[config.mk]
export PLATFORM = sky130hd
export DESIGN_NAME = threshold_triggered_window_capture_unit
export DESIGN_NICKNAME = d
export VERILOG_FILES = /design/src/hw/rtl/twc_pkg.sv /design/src/hw/rtl/twc_ring.sv /design/src/hw/rtl/twc_ctrl.sv /design/src/hw/rtl/threshold_triggered_window_capture_unit.sv
export SDC_FILE = /design/constraint.sdc
export NUM_CORES = 1
export LEC_CHECK = 0
export BUFFER_PORTS_ARGS = -buffer_cell sky130_fd_sc_hd__clkbuf_2
export CAP_MARGIN = 25
export CORE_MARGIN = 4
export CORE_UTILIZATION = 53
export CTS_CLUSTER_SIZE = 40
export DETAILED_ROUTE_END_ITERATION = 12
export PLACE_DENSITY = 0.78
export SLEW_MARGIN = 20
export SYNTH_ARGS = -nofsm -noshare
export SYNTH_HDL_FRONTEND = slang
export SYNTH_SLANG_ARGS = --single-unit
[constraint.sdc]
create_clock -name clock -period 8.5 [get_ports clock]
set_clock_uncertainty 0.05 [all_clocks]
set_input_delay 1.7 -clock clock [delete_from_list [all_inputs] [get_ports clock]]
set_output_delay 1.7 -clock clock [all_outputs]
set_load 0.05 [all_outputs]
[src/hw/rtl/twc_pkg.sv]
// ----------------------------------------------------------------------------
// twc_pkg
// Shared types and constants for the threshold triggered window capture unit.
// ----------------------------------------------------------------------------
package twc_pkg;

   localparam int WINDOW = 11;
   localparam int HALF   = 5;

   localparam int SAMPLE_W = 16;
   localparam int STAMP_W  = 32;
   localparam int COUNT_W  = 32;
   localparam int POS_W    = 4;
   localparam int SLOT_W   = $clog2(WINDOW);

   localparam int REQ_W = ((SAMPLE_W + STAMP_W + 7) / 8) * 8;
   localparam int RSP_FIELDS_W = COUNT_W + STAMP_W + SAMPLE_W + POS_W;
   localparam int RSP_W = ((RSP_FIELDS_W + 7) / 8) * 8;

   localparam logic [SLOT_W-1:0] SLOT_LAST  = SLOT_W'(WINDOW - 1);
   localparam logic [SLOT_W-1:0] BACK_SLOT  = SLOT_W'(HALF % WINDOW);
   localparam logic [SLOT_W-1:0] WRAP_SLOT  = SLOT_W'(WINDOW - (HALF % WINDOW));
   localparam logic [COUNT_W-1:0] HALF_COUNT = COUNT_W'(HALF);

   localparam logic signed [SAMPLE_W-1:0] LEVEL_RESET = 16'sd31000;

   typedef logic [SLOT_W-1:0] slot_type;

   typedef struct packed {
      logic [STAMP_W-1:0]         stamp;
      logic signed [SAMPLE_W-1:0] sample;
   } entry_type;

   typedef struct packed {
      logic      en;
      slot_type  addr;
      entry_type data;
   } ring_wr_type;

   typedef struct packed {
      logic     en;
      slot_type addr;
   } ring_rd_type;

   typedef enum logic [1:0] {
      ST_IDLE,
      ST_CHECK,
      ST_EMIT
   } state_type;

   function automatic slot_type slot_next(input slot_type s);
      return (s == SLOT_LAST) ? '0 : s + SLOT_W'(1);
   endfunction

endpackage

[src/hw/rtl/twc_ring.sv]
// ----------------------------------------------------------------------------
// twc_ring
// Sample and timestamp ring: one write port, one registered read port,
// write-first forwarding, per-entry valid flags so unwritten entries read zero.
// ----------------------------------------------------------------------------
module twc_ring (
   input  logic                 clock,
   input  logic                 reset,
   input  twc_pkg::ring_wr_type wr,
   input  twc_pkg::ring_rd_type rd,
   output twc_pkg::entry_type   rd_data
);
   import twc_pkg::*;

   entry_type         mem [WINDOW];
   logic [WINDOW-1:0] valid_ff;
   entry_type         rd_data_ff;

   always_ff @(posedge clock) begin
      if (reset) begin
         valid_ff <= '0;
      end else if (wr.en) begin
         valid_ff[wr.addr] <= 1'b1;
      end
   end

   always_ff @(posedge clock) begin
      if (wr.en) begin
         mem[wr.addr] <= wr.data;
      end
   end

   always_ff @(posedge clock) begin
      if (rd.en) begin
         if (wr.en && (wr.addr == rd.addr)) begin
            rd_data_ff <= wr.data;
         end else if (valid_ff[rd.addr]) begin
            rd_data_ff <= mem[rd.addr];
         end else begin
            rd_data_ff <= '0;
         end
      end
   end

   assign rd_data = rd_data_ff;

endmodule

[src/hw/rtl/twc_ctrl.sv]
// ----------------------------------------------------------------------------
// twc_ctrl
// Sequencer: writes each sample, reads back the center, and on a trigger
// walks the ring oldest to newest into the result register.
// ----------------------------------------------------------------------------
module twc_ctrl (
   input  logic                        clock,
   input  logic                        reset,
   input  logic                        req_tvalid,
   output logic                        req_tready,
   input  logic [twc_pkg::REQ_W-1:0]   req_tdata,
   output logic                        rsp_tvalid,
   input  logic                        rsp_tready,
   output logic [twc_pkg::RSP_W-1:0]   rsp_tdata,
   output logic                        rsp_tlast,
   input  logic                        csr_valid,
   output logic                        csr_ready,
   input  logic [twc_pkg::SAMPLE_W-1:0] csr_data,
   output twc_pkg::ring_wr_type        ring_wr,
   output twc_pkg::ring_rd_type        ring_rd,
   input  twc_pkg::entry_type          ring_data
);
   import twc_pkg::*;

   state_type                  state_ff, state_in;
   slot_type                   write_slot_ff, write_slot_in;
   logic [COUNT_W-1:0]         seen_ff, seen_in;
   logic signed [SAMPLE_W-1:0] level_ff;
   slot_type                   slot_ff, slot_in;
   slot_type                   pos_ff, pos_in;
   logic [COUNT_W-1:0]         trig_num_ff, trig_num_in;
   logic [STAMP_W-1:0]         trig_time_ff, trig_time_in;
   logic                       rsp_valid_ff, rsp_valid_in;
   logic                       rsp_load;
   logic [RSP_W-1:0]           rsp_data_ff;
   logic                       rsp_last_ff;
   logic                       out_free;
   slot_type                   center;

   assign csr_ready = 1'b1;
   assign out_free  = !rsp_valid_ff || rsp_tready;
   assign center    = (write_slot_ff >= BACK_SLOT) ? (write_slot_ff - BACK_SLOT)
                                                   : (write_slot_ff + WRAP_SLOT);

   always_ff @(posedge clock) begin
      if (reset) begin
         state_ff      <= ST_IDLE;
         write_slot_ff <= '0;
         seen_ff       <= '0;
         level_ff      <= LEVEL_RESET;
         rsp_valid_ff  <= 1'b0;
      end else begin
         state_ff      <= state_in;
         write_slot_ff <= write_slot_in;
         seen_ff       <= seen_in;
         rsp_valid_ff  <= rsp_valid_in;
         if (csr_valid) begin
            level_ff <= csr_data;
         end
      end
   end

   always_ff @(posedge clock) begin
      slot_ff      <= slot_in;
      pos_ff       <= pos_in;
      trig_num_ff  <= trig_num_in;
      trig_time_ff <= trig_time_in;
      if (rsp_load) begin
         rsp_data_ff <= RSP_W'({POS_W'(pos_ff), ring_data.sample, trig_time_ff, trig_num_ff});
         rsp_last_ff <= (pos_ff == SLOT_LAST);
      end
   end

   always_comb begin
      state_in      = state_ff;
      write_slot_in = write_slot_ff;
      seen_in       = seen_ff;
      slot_in       = slot_ff;
      pos_in        = pos_ff;
      trig_num_in   = trig_num_ff;
      trig_time_in  = trig_time_ff;
      rsp_valid_in  = rsp_valid_ff && !rsp_tready;
      rsp_load      = 1'b0;
      req_tready    = 1'b0;
      ring_wr       = '0;
      ring_rd       = '0;
      unique case (state_ff)
         ST_IDLE: begin
            req_tready = 1'b1;
            if (req_tvalid) begin
               ring_wr.en          = 1'b1;
               ring_wr.addr        = write_slot_ff;
               ring_wr.data.sample = req_tdata[SAMPLE_W-1:0];
               ring_wr.data.stamp  = req_tdata[SAMPLE_W +: STAMP_W];
               ring_rd.en          = 1'b1;
               ring_rd.addr        = center;
               write_slot_in       = slot_next(write_slot_ff);
               seen_in             = seen_ff + COUNT_W'(1);
               state_in            = ST_CHECK;
            end
         end
         ST_CHECK: begin
            if (ring_data.sample > level_ff) begin
               trig_num_in  = seen_ff - HALF_COUNT;
               trig_time_in = ring_data.stamp;
               ring_rd.en   = 1'b1;
               ring_rd.addr = write_slot_ff;
               slot_in      = write_slot_ff;
               pos_in       = '0;
               state_in     = ST_EMIT;
            end else begin
               state_in = ST_IDLE;
            end
         end
         ST_EMIT: begin
            if (out_free) begin
               rsp_load     = 1'b1;
               rsp_valid_in = 1'b1;
               if (pos_ff == SLOT_LAST) begin
                  state_in = ST_IDLE;
               end else begin
                  ring_rd.en   = 1'b1;
                  ring_rd.addr = slot_next(slot_ff);
                  slot_in      = slot_next(slot_ff);
                  pos_in       = pos_ff + SLOT_W'(1);
               end
            end
         end
         default: begin
            state_in = ST_IDLE;
         end
      endcase
   end

   assign rsp_tvalid = rsp_valid_ff;
   assign rsp_tdata  = rsp_data_ff;
   assign rsp_tlast  = rsp_last_ff;

endmodule

[src/hw/rtl/threshold_triggered_window_capture_unit.sv]
// ----------------------------------------------------------------------------
// threshold_triggered_window_capture_unit
// Pretrigger/posttrigger capture: stores each sample in a ring and, when the
// sample HALF transactions back exceeds the level, streams out the window.
// ----------------------------------------------------------------------------
// Each request transaction writes the ring and reads the center entry in
// ST_IDLE, then compares it in ST_CHECK. On a trigger the window follows at
// one result per cycle while the output register is free (rsp_tready high),
// read through the ring's single read port.
// The last result waits in an output register while the next request is taken.
// Ring entries carry valid flags cleared by reset, so there is no clearing pass.
module threshold_triggered_window_capture_unit (
   input  logic                          clock,
   input  logic                          reset,
   // sample[15:0], timestamp[47:16]
   input  logic                          req_tvalid,
   output logic                          req_tready,
   input  logic [twc_pkg::REQ_W-1:0]     req_tdata,
   // trigger_number[31:0], trigger_time[63:32], window_sample[79:64],
   // position[83:80], zero fill above
   output logic                          rsp_tvalid,
   input  logic                          rsp_tready,
   output logic [twc_pkg::RSP_W-1:0]     rsp_tdata,
   output logic                          rsp_tlast,
   input  logic                          csr_valid,
   output logic                          csr_ready,
   input  logic [twc_pkg::SAMPLE_W-1:0]  csr_data
);
   import twc_pkg::*;

   ring_wr_type ring_wr;
   ring_rd_type ring_rd;
   entry_type   ring_data;

   twc_ring u_ring (
      .clock   (clock),
      .reset   (reset),
      .wr      (ring_wr),
      .rd      (ring_rd),
      .rd_data (ring_data)
   );

   twc_ctrl u_ctrl (
      .clock      (clock),
      .reset      (reset),
      .req_tvalid (req_tvalid),
      .req_tready (req_tready),
      .req_tdata  (req_tdata),
      .rsp_tvalid (rsp_tvalid),
      .rsp_tready (rsp_tready),
      .rsp_tdata  (rsp_tdata),
      .rsp_tlast  (rsp_tlast),
      .csr_valid  (csr_valid),
      .csr_ready  (csr_ready),
      .csr_data   (csr_data),
      .ring_wr    (ring_wr),
      .ring_rd    (ring_rd),
      .ring_data  (ring_data)
   );

endmodule
==> results.tsv <==
metric	value	unit
crit_family	compound AO/OA/AOI/OAI gates	
port_buffers	155	
hold_violations	0	
post_drt_wl_per_cell	27.2	um
antenna_found_initial	0	
coreArea	63000	um2
cts_sinks	799	
period_needed	5.74	ns
hold_path_class	register to register	
critPathSlowestCell	o41a_2	
synth_edf_count	733	
arrival	6.02	ns
final.hold.worst_slack	0.366	ns
status	finished clean	
fp.dieW	260	um
postSynthCellCount	2305	
yosys-top-cells-area	edfxtp_1, dfxtp_1, o31ai_1	
layout-drive-gt1-share	19.5	%
worst_pin_slew	1.16	ns
ys_ff_latch	799	
placed_cell_area	35100	um2
synth_most_common_cell	edfxtp_1	
drcViolationCount	0	
path_common_cell	buf_4	
grt_overflow_total	0	
num_rows	92	
ys_seq_area_share	69.4	%
maxCapViolCount	0	
final_area	37700	um2
syn_area_per_cell	14.6	um2
critPathCaptureType	register	
synth_warnings	0	
cts_hold_buffers	0	
vias	22100	
die_area	67500	um2
crit_end	u_ring.rd_data[8]	
crit_start	u_ring.rd_data[15]	
synthDistinctLibCells	69	
yosys_most_used_dff	edfxtp_1	
setup_tns	0	ns
path_buf_inv	3	
die_h	260	um
power_leakage	12.6	nW
area_growth	12.1	%
cts_buffer_depth	3	
start_kind	register	
rrSetupSlack	2.76	ns
cts_setup_buffers	0	
io_pins	161	
clock_latency	0.63	ns
power.density	242	nW/um2
slew_viol_final	0	
max_stage_delay	0.89	ns
drtIter0Drc	2986	
cts_tree	built	
setup_viol	0	
period_share	67.5	%
cp_max_fo	54	
fillerInstances	4547	
syn-cell-area	33600	um2
antenna_cells	0	
grt_pass1_wl	133000	um
routabilityCongestion	0.827	
fmax	174	MHz
slew_headroom	20.5	%
cts_buffers	80	
crit_chain	ha_1, nand4_1, or2_1, a211oi_4, nor4_4, buf_4, o41a_2, buf_4, a2111o_1, o221ai_4, buf_4, a211oi_1	
yosysTopAreaCellShare	65.5	%
drtPass1Iterations	6	
synthTopCellsByCount	edfxtp_1, clkbuf_1, nor2_1, nand2_1, o31ai_1	
dpl.hpwl	46400	um
ir_drop	0.000123	V
grt_use_total	25.7	%
totalWireLength	89400	um
async_reset_ff_share	0	%
nNetsFinal	2471	
grt_setup_unrepaired	false	
grt_pass1_vias	22200	
r2r-start	u_ring.rd_data[15]	
ctsHtreeMaxLevel	3	
grt_max_degree	78	
critPathKind	register to register	
required	8.78	ns
final_antenna_net_count	0	
worstSetupPathDepth	12	
initial_core_util	53.4	%
r2r_end	u_ring.rd_data[8]	
cts_resized	0	
rr_worst_depth	12	
path_clk_slew	0.06	ns
yosys.area.top_type	edfxtp_1	
cts_root_buf	clkbuf_16	
vias_per_cell	6.73	
total_power	0.00911	W
## kinds of logic (layout without fill, tap and decap cells)
group           after synthesis  in the layout  synth area share, %
flops                       799            799                 69.4
compound gates              553            553                 14.2
simple gates                548            548                 8.05
buf+inv                     253            382                 3.19
mux                          62             62                 2.56
xor+xnor                     61             61                 1.59
fa+ha+maj                    27             27                 1.01
other cells                   2              5               0.0223
## where the power goes
part / internal [W] / switching, W / leakage [nW]
clock network: 0.00199 / 0.00145 / 1.24
registers: 0.00449 / 0.0000795 / 7.28
logic: 0.000299 / 0.000804 / 4.07
total: 0.00678 / 0.00233 / 12.6
## stage by stage
step	cells	utilization, %	setup slack [ns]
4_1_cts	3283	59.8	2.87
3_3_place_gp	3139	55.8	2.70
6_report	3283	59.8	2.76
5_1_grt	3283	59.8	2.59
2_1_floorplan	2308	-	1.98
3_5_place_dp	3139	55.8	2.52
## registers in the layout (all words and copies together), names as in the netlist
signal / flops
u_ctrl.trig_time_ff: 32
u_ring.valid_ff: 11
u_ctrl.rsp_tvalid: 1
u_ctrl.trig_num_ff: 32
u_ctrl.seen_ff: 32
u_ring.rd_data: 48
u_ctrl.write_slot_ff: 4
u_ctrl.pos_ff: 4
u_ctrl.rsp_tdata: 84
u_ctrl.state_ff: 2
u_ctrl.slot_ff: 4
u_ring.mem: 528
u_ctrl.level_ff: 16
u_ctrl.rsp_tlast: 1
## placed cells by master, fill, tap and decap left out, types with 15 or more instances in the layout
cell,instances
mux2_4,47
a211oi_2,20
and2_1,50
a2111oi_2,47
xor2_1,38
inv_1,33
a211oi_1,77
xnor2_1,23
nand2_1,148
dfxtp_1,66
a2111oi_0,49
a21oi_1,67
edfxtp_1,733
clkbuf_16,82
buf_4,49
nand4_1,113
o311ai_0,39
a311o_1,48
clkbuf_1,15
clkinv_1,18
ha_1,27
o31ai_1,145
clkbuf_2,155
nor2_1,142
## worst min path at each step
stage	to	slack [ns]	from	depth (start not counted)
2_1_floorplan	u_ctrl.rsp_tdata[0]	0.35	u_ctrl.trig_num_ff[0]	0
3_3_place_gp	u_ctrl.rsp_tdata[43]	0.35	u_ctrl.trig_time_ff[11]	0
3_5_place_dp	u_ctrl.rsp_tdata[10]	0.35	u_ctrl.trig_num_ff[10]	0
4_1_cts	u_ctrl.rsp_tdata[3]	0.37	u_ctrl.trig_num_ff[3]	0
5_1_grt	u_ctrl.rsp_tdata[2]	0.37	u_ctrl.trig_num_ff[2]	0
6_report	u_ctrl.rsp_tdata[3]	0.37	u_ctrl.trig_num_ff[3]	0
## final cells by class
type | instances | area (um2) | share of cell area, %
inverters | 34 | 128 | 0.339
multi-input cells | 1256 | 9470 | 25.1
flip-flops and latches | 799 | 23300 | 61.9
clock inverters | 46 | 414 | 1.10
well taps | 846 | 1060 | 2.81
repair buffers | 204 | 1140 | 3.04
clock buffers | 98 | 2120 | 5.63
## worst register-to-register path: stages, from the launching register on
cell      delay (ns)
edfxtp_1        0.53
ha_1            0.49
nand4_1         0.26
or2_1           0.34
a211oi_4        0.40
nor4_4          0.09
buf_4           0.39
o41a_2          0.89
buf_4           0.41
a2111o_1        0.45
o221ai_4        0.34
buf_4           0.66
a211oi_1        0.14
## layer usage
layer  part of all wire (%)  GRT usage [%]
met1                     37           34.0
met2                     47           41.4
met3                     12           5.51
met4                    4.2           11.2
met5                      0              0
(Power assumes the default switching activity.)
